[src/rtl/scb_pkg.sv]
`timescale 1ns / 1ps
`default_nettype none

package scb_pkg;

  // History depth in entries. The ring addressing assumes a power of two.
  localparam int HISTORY_DEPTH = 128;
  localparam int HIST_AW       = $clog2(HISTORY_DEPTH);
  localparam int COUNT_W       = $clog2(HISTORY_DEPTH + 1);
  localparam int SAMPLE_NIB_W  = 4;

  // Widest draw in characters: the lesser of the history depth over eight and a hard cap of sixteen.
  localparam int MAX_CHARS     = 16;
  localparam int CHAR_LIMIT    = (HISTORY_DEPTH / 8 < MAX_CHARS) ?
                                 (HISTORY_DEPTH / 8) : MAX_CHARS;

  localparam logic FUNC_PUSH = 1'b0;
  localparam logic FUNC_DRAW = 1'b1;

  typedef enum logic [1:0] {
    ST_IDLE,
    ST_FETCH,
    ST_HOLD
  } state_t;

  // Bar byte for one history nibble: level v sets the top v+1 bits.
  function automatic logic [7:0] bar_byte(input logic [SAMPLE_NIB_W-1:0] nib);
    logic [2:0] gap;
    gap = 3'd7 - nib[3:1];
    return (8'hFF >> gap) << gap;
  endfunction

endpackage

`default_nettype wire

[src/rtl/scb_ram.sv]
`timescale 1ns / 1ps
`default_nettype none

module scb_ram #(
  parameter int WIDTH = 4,
  parameter int DEPTH = 128
) (
  input  wire logic                     clk,
  input  wire logic                     we,
  input  wire logic [$clog2(DEPTH)-1:0] waddr,
  input  wire logic [WIDTH-1:0]         wdata,
  input  wire logic                     re,
  input  wire logic [$clog2(DEPTH)-1:0] raddr,
  output logic      [WIDTH-1:0]         rdata
);

  logic [WIDTH-1:0] mem [DEPTH];

  always_ff @(posedge clk) begin
    if (we) begin
      mem[waddr] <= wdata;
    end
    if (re) begin
      rdata <= mem[raddr];
    end
  end

endmodule

`default_nettype wire

[src/rtl/scrolling_bar_graph_columns_core.sv]
`timescale 1ns / 1ps
`default_nettype none
// A push word writes the sample nibble to the history RAM.
// A draw of N characters, N saturated to CHAR_LIMIT, returns N result words; each is
// built through the single RAM read port by eight reads, a capture and a hand-off.
// Synchronous active-low reset clears the write pointer, the valid count, the
// sequencer and the output valid; the history RAM itself is not cleared.

module scrolling_bar_graph_columns_core (
  input  wire logic        clk,
  input  wire logic        rst_n,
  input  wire logic        in_valid,
  output logic             in_stall,
  input  wire logic        in_func,
  input  wire logic [7:0]  in_sample,
  input  wire logic [4:0]  in_char_count,
  output logic             out_valid,
  input  wire logic        out_stall,
  output logic [63:0]      out_column_bytes,
  output logic             out_last_group
);

  import scb_pkg::*;

  // The history is a ring in RAM. wr_ptr_r points at the slot the next push
  // fills, so logical position p (0 oldest, DEPTH-1 newest) lives at physical
  // address wr_ptr_r + p, wrapping naturally in HIST_AW bits.
  state_t                  state_r, state_nxt;
  logic [HIST_AW-1:0]      wr_ptr_r, wr_ptr_nxt;
  logic [COUNT_W-1:0]      valid_count_r, valid_count_nxt;

  // Draw bookkeeping: position of the next column to fetch, groups still to
  // send, and the column issue counter within the current group.
  logic [HIST_AW-1:0]      pos_r, pos_nxt;
  logic [4:0]              groups_left_r, groups_left_nxt;
  logic [3:0]              cnt_r, cnt_nxt;

  // Read pipeline: the RAM returns data in the cycle after the address, so the
  // column index and its in-window flag travel alongside.
  logic                    rd_v_r;
  logic                    rd_ok_r;
  logic [2:0]              rd_j_r;
  logic [63:0]             asm_r, asm_nxt;

  logic                    out_valid_r, out_valid_nxt;
  logic [63:0]             out_bytes_r;
  logic                    out_last_r;

  // Control decoded from the state.
  logic                    accept;
  logic                    do_push;
  logic                    do_draw;
  logic                    issue;
  logic                    out_load;

  logic [4:0]              chars_sat;
  logic [COUNT_W-1:0]      first_pos;
  logic [COUNT_W-1:0]      oldest_valid;
  logic                    col_ok;
  logic [SAMPLE_NIB_W-1:0] ram_rdata;

  // Width saturates to the largest window the history can supply.
  assign chars_sat = (in_char_count > 5'(CHAR_LIMIT)) ? 5'(CHAR_LIMIT) : in_char_count;
  assign first_pos = COUNT_W'(HISTORY_DEPTH) - COUNT_W'({chars_sat, 3'b000});

  // Columns older than the valid entries are drawn blank.
  assign oldest_valid = COUNT_W'(HISTORY_DEPTH) - valid_count_r;
  assign col_ok       = COUNT_W'(pos_r) >= oldest_valid;

  // Next-state logic.
  always_comb begin
    state_nxt = state_r;
    case (state_r)
      ST_IDLE: begin
        if (in_valid && (in_func == FUNC_DRAW) && (chars_sat != 5'd0)) begin
          state_nxt = ST_FETCH;
        end
      end
      ST_FETCH: begin
        if (cnt_r == 4'd8) begin
          state_nxt = ST_HOLD;
        end
      end
      ST_HOLD: begin
        if (!out_valid_r || !out_stall) begin
          state_nxt = (groups_left_r == 5'd1) ? ST_IDLE : ST_FETCH;
        end
      end
      default: state_nxt = ST_IDLE;
    endcase
  end

  // Output and control decode.
  always_comb begin
    in_stall = 1'b1;
    issue    = 1'b0;
    out_load = 1'b0;
    case (state_r)
      ST_IDLE:  in_stall = 1'b0;
      ST_FETCH: issue    = (cnt_r != 4'd8);
      ST_HOLD:  out_load = !out_valid_r || !out_stall;
      default:  in_stall = 1'b1;
    endcase
  end

  assign accept  = in_valid && !in_stall;
  assign do_push = accept && (in_func == FUNC_PUSH);
  assign do_draw = accept && (in_func == FUNC_DRAW) && (chars_sat != 5'd0);

  // Datapath next values.
  always_comb begin
    wr_ptr_nxt      = wr_ptr_r;
    valid_count_nxt = valid_count_r;
    pos_nxt         = pos_r;
    groups_left_nxt = groups_left_r;
    cnt_nxt         = cnt_r;
    asm_nxt         = asm_r;
    out_valid_nxt   = out_valid_r;

    if (do_push) begin
      wr_ptr_nxt = wr_ptr_r + 1'b1;
      if (valid_count_r != COUNT_W'(HISTORY_DEPTH)) begin
        valid_count_nxt = valid_count_r + 1'b1;
      end
    end

    if (do_draw) begin
      pos_nxt         = first_pos[HIST_AW-1:0];
      groups_left_nxt = chars_sat;
      cnt_nxt         = 4'd0;
    end

    if (issue) begin
      pos_nxt = pos_r + 1'b1;
      cnt_nxt = cnt_r + 4'd1;
    end

    if (rd_v_r) begin
      asm_nxt[{rd_j_r, 3'b000} +: 8] = rd_ok_r ? bar_byte(ram_rdata) : 8'h00;
    end

    if (out_load) begin
      groups_left_nxt = groups_left_r - 5'd1;
      cnt_nxt         = 4'd0;
      out_valid_nxt   = 1'b1;
    end else if (!out_stall) begin
      out_valid_nxt = 1'b0;
    end
  end

  always_ff @(posedge clk) begin
    if (!rst_n) begin
      state_r       <= ST_IDLE;
      wr_ptr_r      <= '0;
      valid_count_r <= '0;
      groups_left_r <= '0;
      cnt_r         <= '0;
      rd_v_r        <= 1'b0;
      out_valid_r   <= 1'b0;
    end else begin
      state_r       <= state_nxt;
      wr_ptr_r      <= wr_ptr_nxt;
      valid_count_r <= valid_count_nxt;
      groups_left_r <= groups_left_nxt;
      cnt_r         <= cnt_nxt;
      rd_v_r        <= issue;
      out_valid_r   <= out_valid_nxt;
    end
  end

  // Payload registers carry no reset.
  always_ff @(posedge clk) begin
    pos_r   <= pos_nxt;
    rd_ok_r <= col_ok;
    rd_j_r  <= cnt_r[2:0];
    asm_r   <= asm_nxt;
    if (out_load) begin
      out_bytes_r <= asm_r;
      out_last_r  <= (groups_left_r == 5'd1);
    end
  end

  // Pushes happen only in idle and reads only while fetching, so a write and
  // a read of the same entry never share a cycle.
  scb_ram #(
    .WIDTH (SAMPLE_NIB_W),
    .DEPTH (HISTORY_DEPTH)
  ) u_hist_ram (
    .clk   (clk),
    .we    (do_push),
    .waddr (wr_ptr_r),
    .wdata (in_sample[7:4]),
    .re    (issue),
    .raddr (wr_ptr_r + pos_r),
    .rdata (ram_rdata)
  );

  assign out_valid        = out_valid_r;
  assign out_column_bytes = out_bytes_r;
  assign out_last_group   = out_last_r;

endmodule

`default_nettype wire

[config.mk]
export PLATFORM = sky130hd
export DESIGN_NAME = scrolling_bar_graph_columns_core
export DESIGN_NICKNAME = d
export VERILOG_FILES = /design/src/rtl/scb_pkg.sv /design/src/rtl/scb_ram.sv /design/src/rtl/scrolling_bar_graph_columns_core.sv
export SDC_FILE = /design/constraint.sdc
export NUM_CORES = 1
export LEC_CHECK = 0
export ABC_AREA = 0
export BUFFER_PORTS_ARGS = -buffer_cell sky130_fd_sc_hd__buf_2
export CORE_UTILIZATION = 50
export CTS_BUF_LIST = sky130_fd_sc_hd__clkbuf_8
export CTS_CLUSTER_SIZE = 8
export DETAILED_ROUTE_END_ITERATION = 7
export MAX_ROUTING_LAYER = met4
export PLACE_DENSITY_LB_ADDON = 0.1
export SYNTH_ARGS = -nofsm -noshare
export SYNTH_HDL_FRONTEND = slang
export SYNTH_SLANG_ARGS = --single-unit
[constraint.sdc]
create_clock -name clk -period 5.2 [get_ports clk]
set_clock_uncertainty 0.1 [all_clocks]
set_input_delay 0.52 -clock clk [delete_from_list [all_inputs] [get_ports clk]]
set_output_delay 0.52 -clock clk [all_outputs]
set_load 0.005 [all_outputs]
======== Word-level counts from Yosys, hierarchy flattened ========
Memory sizes are Yosys's and may differ from the RTL's. A register that Yosys moved wholly into a read port is not among the register bits.
Cells that the tools add are included.
word-level totals
  flip-flop bits (word level) ............. 168
  memory bits (writable) .................. 512
  bits of input ports ..................... 18
  output and inout bits ................... 67
  word-level logic and storage cells ...... 79
  memories ................................ 1
memories
  memory          depth  bits a word  rd ports  clocked after memory_dff  write ports  line           RTL
  u_hist_ram.mem  128    4            1         1                         1            scb_ram.sv:17  logic [WIDTH-1:0] mem [DEPTH];
operators by class
  add/subtract/negate cells ............... 10
  $lt $le $gt $ge ......................... 2
  equal/unequal tests ..................... 10
  shift operators ......................... 4
  multiplexer cells ....................... 21
  bitwise logic cells ..................... 2
  reductions and logical operators ........ 16
operators with widths
  cell                    number
  $bwmux 64               1
  $shift 8x8->64 const A  1
  $shiftx 8x8->64         1
  $mux 5                  3
  $add 7x1->7 const B     2
  $mux 7                  2
  $add 8x1->8 const B     1
  $ge 7x8->1              1
  $mux 1                  8
  $mux 4                  2
  $mux 8                  1
  $ne 8x8->1 const B      1
  $neg 6->8               1
  $shl 8x3->8             1
  $shr 8x3->8 const A     1
  $sub 8x8->8 const A     1
  $add 7x7->7             1
  $sub 1x7->7 const A     1
  $logic_and 1x1->1       6
  $mux 2                  3
  $ne 2x2->1 const B      3
  $pmux 2 s3              1
  $eq 5x1->1 const B      1
  $gt 5x5->1 const B      1
  17 further kinds        20

======== Logic depth before layout (Yosys ltp) ========
  depth in word-level cells ............... 6
  depth in mapped cells ................... 10
  gate-level depth less buffers ........... 10

======== Hierarchy ========
Synthesis repeated with hierarchy kept, for this count alone.
second synthesis, totals
  cells, all modules ...................... 1426
  area, all modules ....................... 27027.2 µm²
by module, submodules not included
  module                            times used  cells each  area each (µm²)
  scb_ram                           1           908         20233.2
  scrolling_bar_graph_columns_core  1           518         6794.0

======== Least setup slack after synthesis ========
OpenSTA, ideal clock, no wires.
  path kind ............................... register to register
  start ................................... register wr_ptr_r[0]
  end ..................................... register u_hist_ram.rdata[1], read port of u_hist_ram.mem (data pin)
  library setup time ...................... 0.268 ns
  arrival ................................. 2.931 ns
  data required time ...................... 4.832 ns
  setup slack ............................. 1.900 ns
  stages on the path, launching flop included .. 11
  path through ............................ dfxtp_1 ha_1 inv_1 fa_1 clkbuf_1 buf_2 clkbuf_1 mux4_2 mux4_2 a22oi_1 nand4_1
between the ends
  cells in the longest elaborated chain, start to end .. 1
RTL lines
  item                    line                                     RTL
  from (decl)             scrolling_bar_graph_columns_core.sv:29   logic [HIST_AW-1:0] wr_ptr_r, wr_ptr_nxt;
  from (signal assigned)  scrolling_bar_graph_columns_core.sv:162  wr_ptr_r <= wr_ptr_nxt;
  $add 7x7->7             scrolling_bar_graph_columns_core.sv:194  .raddr (wr_ptr_r + pos_r),
  to (decl)               scb_ram.sv:14                            output logic [WIDTH-1:0] rdata
No other way between the ends.
A chain may end at the register's enable or synchronous reset.

======== Worst setup path in the final report ========
Same ends and word-level chain as after synthesis.

==> summary.txt <==
STA
  – Sum of negative setup slack: 0 ps
  – Setup-failing EPs final: 0
  – Relative max-transition margin: approximately 40%
  – Final critical-path share of the clock period: approximately 80%
  – Number of max-slew violations in the final report: 0
  – Final number of hold-violating endpoints: 0
  – RSZ-0062 raised after global routing: no
  – Fmax: approximately 250 MHz
  – Final min period: between 4000 and 5000 ps
  – Measured slew at the worst slew-check pin: between 800 and 900 ps

Yosys
  – Mux cell area share after synthesis: 12.4%
  – Syn. warnings: 0
  – Leading post-synthesis cells by instance count: 523 x sky130_fd_sc_hd__edfxtp_1, 212 x sky130_fd_sc_hd__nor2_1, 120 x sky130_fd_sc_hd__mux4_2, 54 x sky130_fd_sc_hd__nand2_1, 32 x sky130_fd_sc_hd__dfxtp_1
  – Count of mapped cells out of synthesis: roughly 1300
  – Net Count, Synth: about 1300
  – Synth Area in Compound Gates: around 1.7%
  – Top cell type's share of synthesized area: 71.0%
  – Number of enable flip-flop cells after synthesis: around 520
  – Area of the mapped netlist: between 20000 and 25000 µm²
  – Number of storage elements in the synthesis netlist: about 560
  – Post-synthesis sequential area ratio: between 70% and 80%
  – Synthesized-area fraction occupied by and/or/nand/nor cells: under 10%
  – Count of cell types in the netlist: between 40 and 50
  – Share of flip-flops with an asynchronous set or reset after synthesis: 0%
  – Adder-Cell Fraction of Synth Area: around 1.4%
  – Post-synthesis area per instance: 17.6 µm²
  – Leading cell type by number of instances after synthesis: sky130_fd_sc_hd__edfxtp_1
  – Xor-xnor portion of the synthesized cell area: 1.22%
  – Synth Flop Type: sky130_fd_sc_hd__edfxtp_1
  – Dominant cell type by area after synthesis: sky130_fd_sc_hd__edfxtp_1
  – Combinational family with the most area after synthesis: multiplexers
  – Leading cell types by total area after synthesis: sky130_fd_sc_hd__edfxtp_1 71%, sky130_fd_sc_hd__mux4_2 12%, sky130_fd_sc_hd__nor2_1 3.6%, sky130_fd_sc_hd__dfxtp_1 2.9%, sky130_fd_sc_hd__ha_1 1.4%

GRT
  – Global-route total usage across every layer: ~22%
  – Via count of the first global-routing pass: between 10000 and 15000
  – Wire length of the first global-routing pass: between 60000 and 70000 µm
  – Grt total ovfl: 0
  – Pin count of the biggest net entering global routing: 73
  – Initial antenna violation count: 0

Die
  – Vertical die dimension: roughly 210 µm
  – Die area: 45100 µm²
  – Placeable core area: between 40000 and 50000 µm²
  – Initial core utilization: roughly half
  – IO Pins: 85
  – Row count: 76
  – Chip Width: roughly 210 µm

CTS
  – Clock slew at reported path FFs: ~60 ps
  – Clock root buffer: sky130_fd_sc_hd__clkbuf_8
  – Number of clock sinks: around 560
  – TritonCTS clock tree: yes
  – Post-CTS repair timing setup buffer count: 0
  – Deepest clock path buffer count: 3
  – Clock latency on the worst-skew pair: roughly 650 ps
  – Hold Buf Count CTS: 0
  – CTS-repair resized insts: 0
  – Maximum level of the CTS H-tree: 3
  – Number of buffers inserted during clock tree synthesis: 90

Power and ir drop
  – Worst vdd rail ir drop: approximately 300 µV
  – Power density normalized to cell area: approximately 360 nW/µm²
  – Leakage dissipation: between 7 and 8 nW
  – Total power after layout: 9.02 mW

Setup path
  – Most frequent CP cell: sky130_fd_sc_hd__mux4_2
  – Capturing element type of the critical path: register
  – Crit path required time: about 5500 ps
  – CP cell instances: ha_4, inv_1, fa_4, buf_4, mux4_2, mux4_2, a22oi_1, nand4_1
  – Critical path launch point type: register
  – Largest fanout on the critical path: 30
  – Slowest stage delay, CP: roughly 1200 ps
  – Slowest cell on the critical path: sky130_fd_sc_hd__fa_4
  – Classification of the worst setup path: register to register
  – Worst R2R Setup Slack: about 1100 ps
  – Data arrival at the endpoint of the critical path: 4320 ps

Place
  – # port buffers: 79
  – Placed Cells incl. Taps: around 1900
  – Placer's final routability congestion estimate: 0.799
  – DPL Wire Length: between 20000 and 30000 µm

Layout
  – Filler cell count: between 3000 and 4000
  – Number of diodes: 0
  – Synth-to-layout area growth: 12.1%
  – Non-filler instance count after layout: between 2000 and 2500
  – Net count of the finished layout: roughly 1400
  – Layout cell share with drive strength beyond 1: roughly a quarter

Route
  – Residual antenna-violating net count after detailed routing: 0
  – Average wire per cell in the routed design: 21.8 µm
  – Via count normalized by instance count: approximately 5.5
  – Final wirelength: approximately 45000 µm
  – Via total after detailed routing: around 11000
  – DRC errors left: 0
  – Drt initial violations: 863
  – First-pass iteration count of the detailed router: 5

Worst hold path
  – Worst min-delay path class: primary input to register

Flow run
  – Number of maximum-capacitance constraint violations: 0

Outcome
  – Status: finished, final reports clean
-- worst max-delay path: cells and delay by family, from the launching register on --
kind / cells / cell delay, ps
buffers and inverters: 2 / 390
adders and majority gates: 2 / 1340
muxes: 2 / 850
DFF: 1 / 540
and+or+nand+nor: 1 / 190
AOI/OAI and AO/OA: 1 / 350
-- path summary, 6_finish.rpt --
path	start	to	cells after the start
max	wr_ptr_r[0]$_SDFFE_PN0P_	u_hist_ram.rdata[1]$_DFFE_PP_	8
min	in_char_count[3]	groups_left_r[3]$_SDFFE_PN0P_	3
min reg2reg	asm_r[28]$_DFFE_PP_	out_column_bytes[28]$_DFFE_PP_	0
max reg2reg	wr_ptr_r[0]$_SDFFE_PN0P_	u_hist_ram.rdata[1]$_DFFE_PP_	8
-- logic make-up (layout without fill, tap and decap cells) --
| group | Yosys count | in the layout |
|---|---|---|
| and+or+nand+nor | 387 | 387 |
| AOI/OAI and AO/OA | 57 | 57 |
| xor gates and xnor gates | 30 | 30 |
| buffers and inverters | 77 | 287 |
| muxes | 123 | 123 |
| adders and majority gates | 25 | 25 |
| DFF | 555 | 555 |
-- routing by layer --
layer,GRT usage [%],routed length (µm)
met1,27.5,19100
met2,34.9,22300
met3,3.87,2200
met4,7.44,918
met5,-,0
-- metrics by stage --
step           area [µm²]  setup WS (ps)  hold slack, ps  util (%)
3_3_place_gp        23300           1170             296      53.6
2_1_floorplan       22100           1900             270         -
3_5_place_dp        23300           1150             292      53.6
4_1_cts             24800           1150            55.2      57.2
6_report            24800           1150             129      57.2
5_1_grt             24800           1080            88.0      57.2
-- sequential cells by signal, summed over array words and instances, names as in the netlist, 4 cells and up --
| signal | count |
|---|---|
| out_column_bytes | 64 |
| wr_ptr_r | 7 |
| asm_r | 64 |
| u_hist_ram.mem | 384 |
| pos_r | 7 |
| valid_count_r | 8 |
| groups_left_r | 5 |
| cnt_r | 4 |
-- cell usage in the layout (no fill, tap or decap), types with 5 or more instances in the layout --
cell type	n
sky130_fd_sc_hd__buf_4	22
sky130_fd_sc_hd__nor2b_1	15
sky130_fd_sc_hd__or3_1	6
sky130_fd_sc_hd__nand3_1	20
sky130_fd_sc_hd__or2_2	5
sky130_fd_sc_hd__a22oi_1	12
sky130_fd_sc_hd__xor2_1	11
sky130_fd_sc_hd__buf_2	76
sky130_fd_sc_hd__xnor2_1	17
sky130_fd_sc_hd__a21oi_1	11
sky130_fd_sc_hd__o21ai_0	16
sky130_fd_sc_hd__nor2_1	212
sky130_fd_sc_hd__ha_1	23
sky130_fd_sc_hd__mux4_2	120
sky130_fd_sc_hd__inv_1	66
sky130_fd_sc_hd__clkbuf_8	92
sky130_fd_sc_hd__clkinv_2	7
sky130_fd_sc_hd__and2_1	22
sky130_fd_sc_hd__nand2b_1	13
sky130_fd_sc_hd__dfxtp_1	32
sky130_fd_sc_hd__nor3_1	17
sky130_fd_sc_hd__edfxtp_1	523
sky130_fd_sc_hd__nand4_1	8
sky130_fd_sc_hd__clkinv_1	14
sky130_fd_sc_hd__nand2_1	54
-- final cells by class --
cell class / count / area (µm²) / area share (%)
Clock buffer: 92 / 1270 / 5.10
Clock inverter: 66 / 284 / 1.15
Inverter: 28 / 105 / 0.424
Multi-Input combinational cell: 622 / 5470 / 22.0
Sequential cell: 555 / 16300 / 65.9
Tap cell: 585 / 732 / 2.95
Timing Repair Buffer: 101 / 606 / 2.44
-- power breakdown --
part	internal, mW	total (mW)	switching, mW
Sequential	4.89	4.93	0.0304
Clock	1.64	3.27	1.64
Combinational	0.402	0.828	0.426
Note: power is estimated with default switching activity, not from simulation.
